### config.mk
export PLATFORM = sky130hd
export DESIGN_NAME = sha256_byte_stream_hasher_unit
export DESIGN_NICKNAME = d
export VERILOG_FILES = /design/src/sv/sbsh_pkg.sv /design/src/sv/sbsh_ctrl.sv /design/src/sv/sbsh_datapath.sv /design/src/sv/sha256_byte_stream_hasher_unit.sv
export VERILOG_INCLUDE_DIRS = /design/src /design/src/sv
export SDC_FILE = /design/constraint.sdc
export NUM_CORES = 2
export LEC_CHECK = 0
export ABC_AREA = 1
export BUFFER_PORTS_ARGS = -buffer_cell sky130_fd_sc_hd__buf_2
export CORE_ASPECT_RATIO = 0.8
export CORE_MARGIN = 3
export CORE_UTILIZATION = 28
export DETAILED_ROUTE_END_ITERATION = 12
export MAX_ROUTING_LAYER = met4
export PLACE_DENSITY = 0.47
export SYNTH_ARGS = -nofsm -noshare
export SYNTH_HDL_FRONTEND = slang
export SYNTH_SLANG_ARGS = --single-unit
### constraint.sdc
create_clock -name clk -period 28.1 [get_ports clk]
set_clock_uncertainty 0.2 [all_clocks]
set_input_delay 2.81 -clock clk [delete_from_list [all_inputs] [get_ports clk]]
set_output_delay 2.81 -clock clk [all_outputs]
set_load 0.02 [all_outputs]
### src/sv/sha256_byte_stream_hasher_unit_macros.svh
// Assertion macros used by the hasher control module.
// Each expects signals named clk and arst_n in the module that uses it.
`ifndef SHA256_BYTE_STREAM_HASHER_UNIT_MACROS_SVH
`define SHA256_BYTE_STREAM_HASHER_UNIT_MACROS_SVH

// The consequent must hold in the same cycle as the antecedent.
`define SBSH_ASSERT_NOW(label, ante, cons, msg) \
	label: assert property (@(posedge clk) disable iff (!arst_n) (ante) |-> (cons)) \
		else $error(msg);

// The consequent must hold in the cycle after the antecedent.
`define SBSH_ASSERT_NEXT(label, ante, cons, msg) \
	label: assert property (@(posedge clk) disable iff (!arst_n) (ante) |=> (cons)) \
		else $error(msg);

`endif

### src/sv/sbsh_pkg.sv
`default_nettype none

package sbsh_pkg;

	localparam int unsigned FILL_W = 6;
	localparam int unsigned ROUND_W = 6;
	localparam int unsigned COUNT_W = 61;
	localparam int unsigned BLOCK_W = 512;
	localparam int unsigned DIGEST_W = 256;

	localparam logic [FILL_W-1:0] FILL_LAST = 6'd63;
	localparam logic [FILL_W-1:0] FILL_LEN = 6'd56;
	localparam logic [ROUND_W-1:0] ROUND_LAST = 6'd63;
	localparam logic [7:0] PAD_BYTE = 8'h80;

	localparam logic [31:0] INIT_WORDS [8] = '{
		32'h6a09e667, 32'hbb67ae85, 32'h3c6ef372, 32'ha54ff53a,
		32'h510e527f, 32'h9b05688c, 32'h1f83d9ab, 32'h5be0cd19
	};

	localparam logic [31:0] ROUND_K [64] = '{
		32'h428a2f98, 32'h71374491, 32'hb5c0fbcf, 32'he9b5dba5,
		32'h3956c25b, 32'h59f111f1, 32'h923f82a4, 32'hab1c5ed5,
		32'hd807aa98, 32'h12835b01, 32'h243185be, 32'h550c7dc3,
		32'h72be5d74, 32'h80deb1fe, 32'h9bdc06a7, 32'hc19bf174,
		32'he49b69c1, 32'hefbe4786, 32'h0fc19dc6, 32'h240ca1cc,
		32'h2de92c6f, 32'h4a7484aa, 32'h5cb0a9dc, 32'h76f988da,
		32'h983e5152, 32'ha831c66d, 32'hb00327c8, 32'hbf597fc7,
		32'hc6e00bf3, 32'hd5a79147, 32'h06ca6351, 32'h14292967,
		32'h27b70a85, 32'h2e1b2138, 32'h4d2c6dfc, 32'h53380d13,
		32'h650a7354, 32'h766a0abb, 32'h81c2c92e, 32'h92722c85,
		32'ha2bfe8a1, 32'ha81a664b, 32'hc24b8b70, 32'hc76c51a3,
		32'hd192e819, 32'hd6990624, 32'hf40e3585, 32'h106aa070,
		32'h19a4c116, 32'h1e376c08, 32'h2748774c, 32'h34b0bcb5,
		32'h391c0cb3, 32'h4ed8aa4a, 32'h5b9cca4f, 32'h682e6ff3,
		32'h748f82ee, 32'h78a5636f, 32'h84c87814, 32'h8cc70208,
		32'h90befffa, 32'ha4506ceb, 32'hbef9a3f7, 32'hc67178f2
	};

	typedef enum logic [2:0] {
		ST_IDLE,
		ST_PAD_MARK,
		ST_PAD_ZERO,
		ST_PAD_LEN,
		ST_COMP,
		ST_FOLD,
		ST_DONE
	} state_t;

	typedef enum logic [1:0] {
		SEL_MSG,
		SEL_MARK,
		SEL_ZERO,
		SEL_LEN
	} byte_sel_t;

	typedef struct packed {
		logic shift_en;
		byte_sel_t byte_sel;
		logic count_byte;
		logic comp_start;
		logic round_en;
		logic [ROUND_W-1:0] round;
		logic fold;
		logic finish;
	} cmd_t;

	typedef struct packed {
		logic [FILL_W-1:0] fill;
		logic out_free;
	} sts_t;

	function automatic logic [31:0] ror32(input logic [31:0] x, input int unsigned n);
		return (x >> n) | (x << (32 - n));
	endfunction

	function automatic logic [31:0] big_sigma0(input logic [31:0] x);
		return ror32(x, 2) ^ ror32(x, 13) ^ ror32(x, 22);
	endfunction

	function automatic logic [31:0] big_sigma1(input logic [31:0] x);
		return ror32(x, 6) ^ ror32(x, 11) ^ ror32(x, 25);
	endfunction

	function automatic logic [31:0] small_sigma0(input logic [31:0] x);
		return ror32(x, 7) ^ ror32(x, 18) ^ (x >> 3);
	endfunction

	function automatic logic [31:0] small_sigma1(input logic [31:0] x);
		return ror32(x, 17) ^ ror32(x, 19) ^ (x >> 10);
	endfunction

endpackage

`default_nettype wire

### src/sv/sbsh_ctrl.sv
`default_nettype none

`include "sha256_byte_stream_hasher_unit_macros.svh"

module sbsh_ctrl (
	input  wire logic           clk,
	input  wire logic           arst_n,
	input  wire logic           in_valid,
	input  wire logic           in_present,
	input  wire logic           in_last,
	output logic                in_ready,
	input  wire sbsh_pkg::sts_t sts,
	output sbsh_pkg::cmd_t      cmd
);

	sbsh_pkg::state_t state_q, state_d;
	sbsh_pkg::state_t ret_q, ret_d;
	logic [sbsh_pkg::ROUND_W-1:0] round_q;
	logic fill_last;

	assign fill_last = (sts.fill == sbsh_pkg::FILL_LAST);

	always_comb begin
		state_d = state_q;
		ret_d = ret_q;
		case (state_q)
			sbsh_pkg::ST_IDLE: begin
				if (in_valid) begin
					if (in_present && fill_last) begin
						state_d = sbsh_pkg::ST_COMP;
						ret_d = in_last ? sbsh_pkg::ST_PAD_MARK : sbsh_pkg::ST_IDLE;
					end else if (in_last) begin
						state_d = sbsh_pkg::ST_PAD_MARK;
					end
				end
			end
			sbsh_pkg::ST_PAD_MARK: begin
				if (fill_last) begin
					state_d = sbsh_pkg::ST_COMP;
					ret_d = sbsh_pkg::ST_PAD_ZERO;
				end else begin
					state_d = sbsh_pkg::ST_PAD_ZERO;
				end
			end
			sbsh_pkg::ST_PAD_ZERO: begin
				if (sts.fill == sbsh_pkg::FILL_LEN) begin
					state_d = sbsh_pkg::ST_PAD_LEN;
				end else if (fill_last) begin
					state_d = sbsh_pkg::ST_COMP;
					ret_d = sbsh_pkg::ST_PAD_ZERO;
				end
			end
			sbsh_pkg::ST_PAD_LEN: begin
				if (fill_last) begin
					state_d = sbsh_pkg::ST_COMP;
					ret_d = sbsh_pkg::ST_DONE;
				end
			end
			sbsh_pkg::ST_COMP: begin
				if (round_q == sbsh_pkg::ROUND_LAST) begin
					state_d = sbsh_pkg::ST_FOLD;
				end
			end
			sbsh_pkg::ST_FOLD: begin
				state_d = ret_q;
			end
			sbsh_pkg::ST_DONE: begin
				if (sts.out_free) begin
					state_d = sbsh_pkg::ST_IDLE;
				end
			end
			default: begin
				state_d = sbsh_pkg::ST_IDLE;
			end
		endcase
	end

	always_comb begin
		in_ready = 1'b0;
		cmd = '0;
		cmd.byte_sel = sbsh_pkg::SEL_MSG;
		cmd.round = round_q;
		case (state_q)
			sbsh_pkg::ST_IDLE: begin
				in_ready = 1'b1;
				if (in_valid && in_present) begin
					cmd.shift_en = 1'b1;
					cmd.count_byte = 1'b1;
					cmd.comp_start = fill_last;
				end
			end
			sbsh_pkg::ST_PAD_MARK: begin
				cmd.shift_en = 1'b1;
				cmd.byte_sel = sbsh_pkg::SEL_MARK;
				cmd.comp_start = fill_last;
			end
			sbsh_pkg::ST_PAD_ZERO: begin
				if (sts.fill != sbsh_pkg::FILL_LEN) begin
					cmd.shift_en = 1'b1;
					cmd.byte_sel = sbsh_pkg::SEL_ZERO;
					cmd.comp_start = fill_last;
				end
			end
			sbsh_pkg::ST_PAD_LEN: begin
				cmd.shift_en = 1'b1;
				cmd.byte_sel = sbsh_pkg::SEL_LEN;
				cmd.comp_start = fill_last;
			end
			sbsh_pkg::ST_COMP: begin
				cmd.round_en = 1'b1;
			end
			sbsh_pkg::ST_FOLD: begin
				cmd.fold = 1'b1;
			end
			sbsh_pkg::ST_DONE: begin
				cmd.finish = sts.out_free;
			end
			default: begin
				in_ready = 1'b0;
			end
		endcase
	end

	always_ff @(posedge clk or negedge arst_n) begin
		if (!arst_n) begin
			state_q <= sbsh_pkg::ST_IDLE;
			ret_q <= sbsh_pkg::ST_IDLE;
			round_q <= '0;
		end else begin
			state_q <= state_d;
			ret_q <= ret_d;
			if (state_q == sbsh_pkg::ST_COMP) begin
				round_q <= round_q + 1'b1;
			end else begin
				round_q <= '0;
			end
		end
	end

	`SBSH_ASSERT_NEXT(a_comp_ends_in_fold, (state_q == sbsh_pkg::ST_COMP) && (round_q == sbsh_pkg::ROUND_LAST), state_q == sbsh_pkg::ST_FOLD, "compression did not fold after the last round")
	`SBSH_ASSERT_NOW(a_len_in_tail, state_q == sbsh_pkg::ST_PAD_LEN, sts.fill[5:3] == 3'b111, "length bytes outside the block tail")
	`SBSH_ASSERT_NOW(a_done_block_empty, state_q == sbsh_pkg::ST_DONE, sts.fill == '0, "digest ready with a partly filled block")
	`SBSH_ASSERT_NEXT(a_start_round_zero, cmd.comp_start, (state_q == sbsh_pkg::ST_COMP) && (round_q == '0), "compression did not start at round zero")

endmodule

`default_nettype wire

### src/sv/sbsh_datapath.sv
`default_nettype none

module sbsh_datapath (
	input  wire logic                            clk,
	input  wire logic                            arst_n,
	input  wire logic [7:0]                      in_byte,
	input  wire sbsh_pkg::cmd_t                  cmd,
	output sbsh_pkg::sts_t                       sts,
	output logic                                 out_valid,
	input  wire logic                            out_ready,
	output logic [sbsh_pkg::DIGEST_W-1:0]        out_data
);

	logic [sbsh_pkg::BLOCK_W-1:0] blk_q;
	logic [31:0] work_q [8];
	logic [31:0] chain_q [8];
	logic [sbsh_pkg::FILL_W-1:0] fill_q;
	logic [sbsh_pkg::COUNT_W-1:0] count_q;
	logic out_valid_q;
	logic [sbsh_pkg::DIGEST_W-1:0] out_data_q;

	logic [63:0] len_bits;
	logic [63:0] len_shifted;
	logic [7:0] byte_d;
	logic [31:0] w0, w1, w9, w14, w_new;
	logic [31:0] t1, t2;
	logic [31:0] ch, maj;

	assign len_bits = {count_q, 3'b000};
	assign len_shifted = len_bits >> {~fill_q[2:0], 3'b000};

	always_comb begin
		case (cmd.byte_sel)
			sbsh_pkg::SEL_MSG:  byte_d = in_byte;
			sbsh_pkg::SEL_MARK: byte_d = sbsh_pkg::PAD_BYTE;
			sbsh_pkg::SEL_ZERO: byte_d = 8'h00;
			sbsh_pkg::SEL_LEN:  byte_d = len_shifted[7:0];
			default:            byte_d = 8'h00;
		endcase
	end

	assign w0 = blk_q[511:480];
	assign w1 = blk_q[479:448];
	assign w9 = blk_q[223:192];
	assign w14 = blk_q[63:32];
	assign w_new = sbsh_pkg::small_sigma1(w14) + w9 + sbsh_pkg::small_sigma0(w1) + w0;

	assign ch = (work_q[4] & work_q[5]) ^ (~work_q[4] & work_q[6]);
	assign maj = (work_q[0] & work_q[1]) ^ (work_q[0] & work_q[2]) ^ (work_q[1] & work_q[2]);
	assign t1 = work_q[7] + sbsh_pkg::big_sigma1(work_q[4]) + ch
		+ sbsh_pkg::ROUND_K[cmd.round] + w0;
	assign t2 = sbsh_pkg::big_sigma0(work_q[0]) + maj;

	always_ff @(posedge clk) begin
		if (cmd.shift_en) begin
			blk_q <= {blk_q[sbsh_pkg::BLOCK_W-9:0], byte_d};
		end else if (cmd.round_en) begin
			blk_q <= {blk_q[sbsh_pkg::BLOCK_W-33:0], w_new};
		end
		if (cmd.comp_start) begin
			for (int i = 0; i < 8; i++) begin
				work_q[i] <= chain_q[i];
			end
		end else if (cmd.round_en) begin
			work_q[7] <= work_q[6];
			work_q[6] <= work_q[5];
			work_q[5] <= work_q[4];
			work_q[4] <= work_q[3] + t1;
			work_q[3] <= work_q[2];
			work_q[2] <= work_q[1];
			work_q[1] <= work_q[0];
			work_q[0] <= t1 + t2;
		end
		if (cmd.finish) begin
			for (int i = 0; i < 4; i++) begin
				out_data_q[64*i +: 64] <= {chain_q[2*i], chain_q[2*i+1]};
			end
		end
	end

	always_ff @(posedge clk or negedge arst_n) begin
		if (!arst_n) begin
			for (int i = 0; i < 8; i++) begin
				chain_q[i] <= sbsh_pkg::INIT_WORDS[i];
			end
			fill_q <= '0;
			count_q <= '0;
			out_valid_q <= 1'b0;
		end else begin
			if (cmd.fold) begin
				for (int i = 0; i < 8; i++) begin
					chain_q[i] <= chain_q[i] + work_q[i];
				end
			end else if (cmd.finish) begin
				for (int i = 0; i < 8; i++) begin
					chain_q[i] <= sbsh_pkg::INIT_WORDS[i];
				end
			end
			if (cmd.finish) begin
				fill_q <= '0;
				count_q <= '0;
			end else begin
				if (cmd.shift_en) begin
					fill_q <= fill_q + 1'b1;
				end
				if (cmd.count_byte) begin
					count_q <= count_q + 1'b1;
				end
			end
			if (cmd.finish) begin
				out_valid_q <= 1'b1;
			end else if (out_ready) begin
				out_valid_q <= 1'b0;
			end
		end
	end

	assign sts.fill = fill_q;
	assign sts.out_free = !out_valid_q || out_ready;
	assign out_valid = out_valid_q;
	assign out_data = out_data_q;

endmodule

`default_nettype wire

### src/sv/sha256_byte_stream_hasher_unit.sv
// Channel  Direction  Payload
// s_*      in         tdata: msg_byte; tuser: byte_present; tlast: end_of_message
// m_*      out        tdata: digest_word0 .. digest_word3, lowest word first
//
// Message bytes are taken while the unit is idle; each full 64-byte block then holds the
// input while the single round unit runs all rounds and then folds the result.
// An end of message pads one byte per cycle while no block is compressed, with a pause before the length bytes,
// runs one or two more compressions, folds the last one and then loads the digest register once it is free.
// Reset gives the initial chaining values and an empty block at once.
// The digest register holds a result until taken, while the next message streams in.
`default_nettype none

module sha256_byte_stream_hasher_unit (
	input  wire logic         clk,
	input  wire logic         arst_n,
	input  wire logic         s_tvalid,
	output logic              s_tready,
	input  wire logic [7:0]   s_tdata,  // [7:0] msg_byte
	input  wire logic         s_tuser,  // [0] byte_present
	input  wire logic         s_tlast,
	output logic              m_tvalid,
	input  wire logic         m_tready,
	output logic [255:0]      m_tdata   // digest_word0 [63:0] up to digest_word3 [255:192]
);

	sbsh_pkg::cmd_t cmd;
	sbsh_pkg::sts_t sts;

	sbsh_ctrl u_ctrl (
		.clk        (clk),
		.arst_n     (arst_n),
		.in_valid   (s_tvalid),
		.in_present (s_tuser),
		.in_last    (s_tlast),
		.in_ready   (s_tready),
		.sts        (sts),
		.cmd        (cmd)
	);

	sbsh_datapath u_datapath (
		.clk       (clk),
		.arst_n    (arst_n),
		.in_byte   (s_tdata),
		.cmd       (cmd),
		.sts       (sts),
		.out_valid (m_tvalid),
		.out_ready (m_tready),
		.out_data  (m_tdata)
	);

endmodule

`default_nettype wire

==> metrics.cfg <==
[place]
hpwl_mm = 292
place_congestion = 0.970
numPortBuffers = 271

[final_layout]
nets = 11014
post-route-util_pct = 31.9
synthToLayoutAreaGrowth_pct = 12.9
layout-drive-gt1-share_pct = 7.70
fillCellCount = 32456

[floorplan]
dieArea_mm2 = 0.315
num_rows = 181
die_h_um = 503
ioPinCount = 272
core_mm2 = 0.306
die_w_um = 627
start_util_pct = 28.3

[detailed_routing]
vias = 74689
drt_iter0_markers = 8353
avgViaCountPerCell = 5.12
drt_first_pass_iters = 7
ant_nets = 0
wire_per_inst_um = 25.9
route.detailed.drc = 0
routed_wirelength_mm = 377

[clock_network]
clock-sinks = 1360
cts_tree = built
cts.path.max_buffers = 4
cts_buffers = 171
clk_pin_slew_ns = 0.08
insertion_delay_ns = 0.87
holdBufCountCts = 0
h-tree-depth = 4
post-cts-setup-buffer-count = 0
ctsResizeCount = 0
root_buffer = clkbuf_16

[yosys]
ys_warn_count = 0
synthTopCellsByArea = edfxtp_1, nand2_1, dfrtp_1
synth_enable_flop_cells = 1024
synthMostInstantiatedCell = nand2_1
synth_nets = 10874
synth_area_leader_cell = edfxtp_1
ys_top_cells_by_count = nand2_1, inv_1, edfxtp_1, o21ai_0, a21oi_1
async_flop_share_pct = 24.7
synth_top_area_share_pct = 35.6
netlist_instances = 10270
ys_seq_area_share_pct = 45.5
ys_types = 66
syn_area_mm2 = 0.0864
avgSynthCellArea_um2 = 8.41
synth_ff_type = edfxtp_1
ys_ff_latch = 1360

[timing]
max_slew_margin_pct = 22.5
drv_slew = 0
post-route-period-util_pct = 35.6
hold_viol_final = 0
timing.fmax_ghz = 0.0999
tns_ns = 0
tightest_slew_ns = 1.16
post-route-min-period_ns = 10.01
rsz0062_at_grt = no
finalSetupViolCount = 0

[critical_path]
end_kind = flip-flop
cp_common_cell = nand2_1
crit_start = u_ctrl.round_q[2]$_DFF_PN0_
cp-start-kind = flip-flop
path_class = reg2reg
cp_max_fo = 33
r2r_cells = 32
slowest_stage = clkinv_1
worstPathRequired_ns = 28.49
rr_startpoint = u_ctrl.round_q[2]$_DFF_PN0_
max_stage_delay_ns = 0.84
arrival_ns = 10.40
reg2reg_setup_slack_ns = 18.09
worstSetupEndpoint = u_datapath.work_q[0][23]$_DFFE_PP_
r2r-end = u_datapath.work_q[0][23]$_DFFE_PP_

[status]
outcome = finished clean

[global_routing]
grt_max_degree = 211
grt_pass1_vias = 70747
grt_pass1_wl_mm = 534
antenna_found_initial = 29
grt.total_usage_pct = 24.1
gr-total-overflow = 0

[worst_hold_path]
worstHoldPathType = reg2reg
hold_path_depth = 2

[job]
drv_cap = 0

## cells by family after synthesis
family	after synthesis	synth area share, %
fa+ha+maj	595	10.3
simple gates	4338	20.2
xor+xnor	409	4.15
buf+inv	1573	6.96
flops	1360	45.5
compound gates	1995	12.9
## layout by cell type, fill, tap and decap left out, types with 14 or more instances in the layout
cell type  count
nand2_1     3058
inv_1       1184
edfxtp_1    1024
o21ai_0      846
a21oi_1      674
nor2_1       617
ha_1         395
nand3_1      349
buf_2        270
xor2_1       235
dfrtp_1      200
fa_1         195
xnor2_1      174
clkbuf_16    173
dfstp_2      136
nor3_1       110
o22ai_1       93
nand4_1       87
buf_4         68
o21bai_1      53
o21a_1        52
a21o_1        49
a31oi_1       48
nor4_1        36
clkinv_1      33
o211ai_1      31
or2_2         31
a21boi_0      29
clkinv_2      23
clkbuf_1      22
o221ai_1      20
bufinv_16     17
o31ai_1       16
inv_6         14
## registers in the layout, summed over array words and instances, names as in the netlist
name / cells
u_ctrl.round_q: 6
u_ctrl.ret_q: 3
u_datapath.out_valid: 1
u_datapath.work_q: 256
u_datapath.blk_q: 512
u_datapath.fill_q: 6
u_datapath.out_data: 256
u_datapath.chain_q: 256
u_ctrl.state_q: 3
u_datapath.count_q: 61
## layout make-up
type	count	area [um2]	area share (%)
inverters	1197	4520	4.64
multi-input cells	7337	41100	42.1
well taps	4026	5040	5.16
diodes	13	32.5	0.0334
repair buffers	343	1960	2.01
clock buffers	201	4490	4.61
flip-flops and latches	1360	39300	40.3
clock inverters	103	1070	1.10
## routing by layer
layer	part of all wire (%)	vias to the layer above	track usage, %
met3	7.3	353	3.19
met1	51	37137	38.0
li1	-	34474	-
met4	2.1	0	4.80
met5	0	-	-
met2	39	2725	31.9
## worst max-delay path: cells and delay by family, from the launching register on
| family | cells | cell delay (ns) |
|---|---|---|
| adders and majority gates | 6 | 2.78 |
| and+or+nand+nor | 12 | 2.11 |
| AOI/OAI and AO/OA | 7 | 2.11 |
| buffers and inverters | 6 | 1.56 |
| xor gates and xnor gates | 1 | 0.65 |
| DFF | 1 | 0.32 |
## per-stage QoR
stage / area, um2 / std cells / setup WS, ns / hold slack (ns)
2_1_floorplan: 86400 / 10270 / 12.32 / 0.242
3_3_place_gp: 91900 / 14263 / 18.02 / 0.259
3_5_place_dp: 91900 / 14263 / 18.36 / 0.268
4_1_cts: 97500 / 14567 / 18.29 / 0.283
5_1_grt: 97500 / 14569 / 17.62 / 0.308
6_report: 97500 / 14580 / 18.09 / 0.282
## how the worst min path moves through the flow
stage	slack (ns)	startpoint	to
finish	0.28	u_ctrl.ret_q[2]$_DFFE_PN0P_	u_ctrl.ret_q[2]$_DFFE_PN0P_
global route	0.31	u_datapath.chain_q[137]$_DFFE_PN0P_	u_datapath.out_data[73]$_DFFE_PP_
CTS	0.28	u_ctrl.ret_q[2]$_DFFE_PN0P_	u_ctrl.ret_q[2]$_DFFE_PN0P_
detailed placement	0.27	u_ctrl.ret_q[2]$_DFFE_PN0P_	u_ctrl.ret_q[2]$_DFFE_PN0P_
global placement	0.26	u_ctrl.ret_q[2]$_DFFE_PN0P_	u_ctrl.ret_q[2]$_DFFE_PN0P_
floorplan	0.24	u_ctrl.ret_q[2]$_DFFE_PN0P_	u_ctrl.ret_q[2]$_DFFE_PN0P_
Power is not shown: default switching activity piles up to over one toggle a cycle in this logic, so the estimate is an artifact.
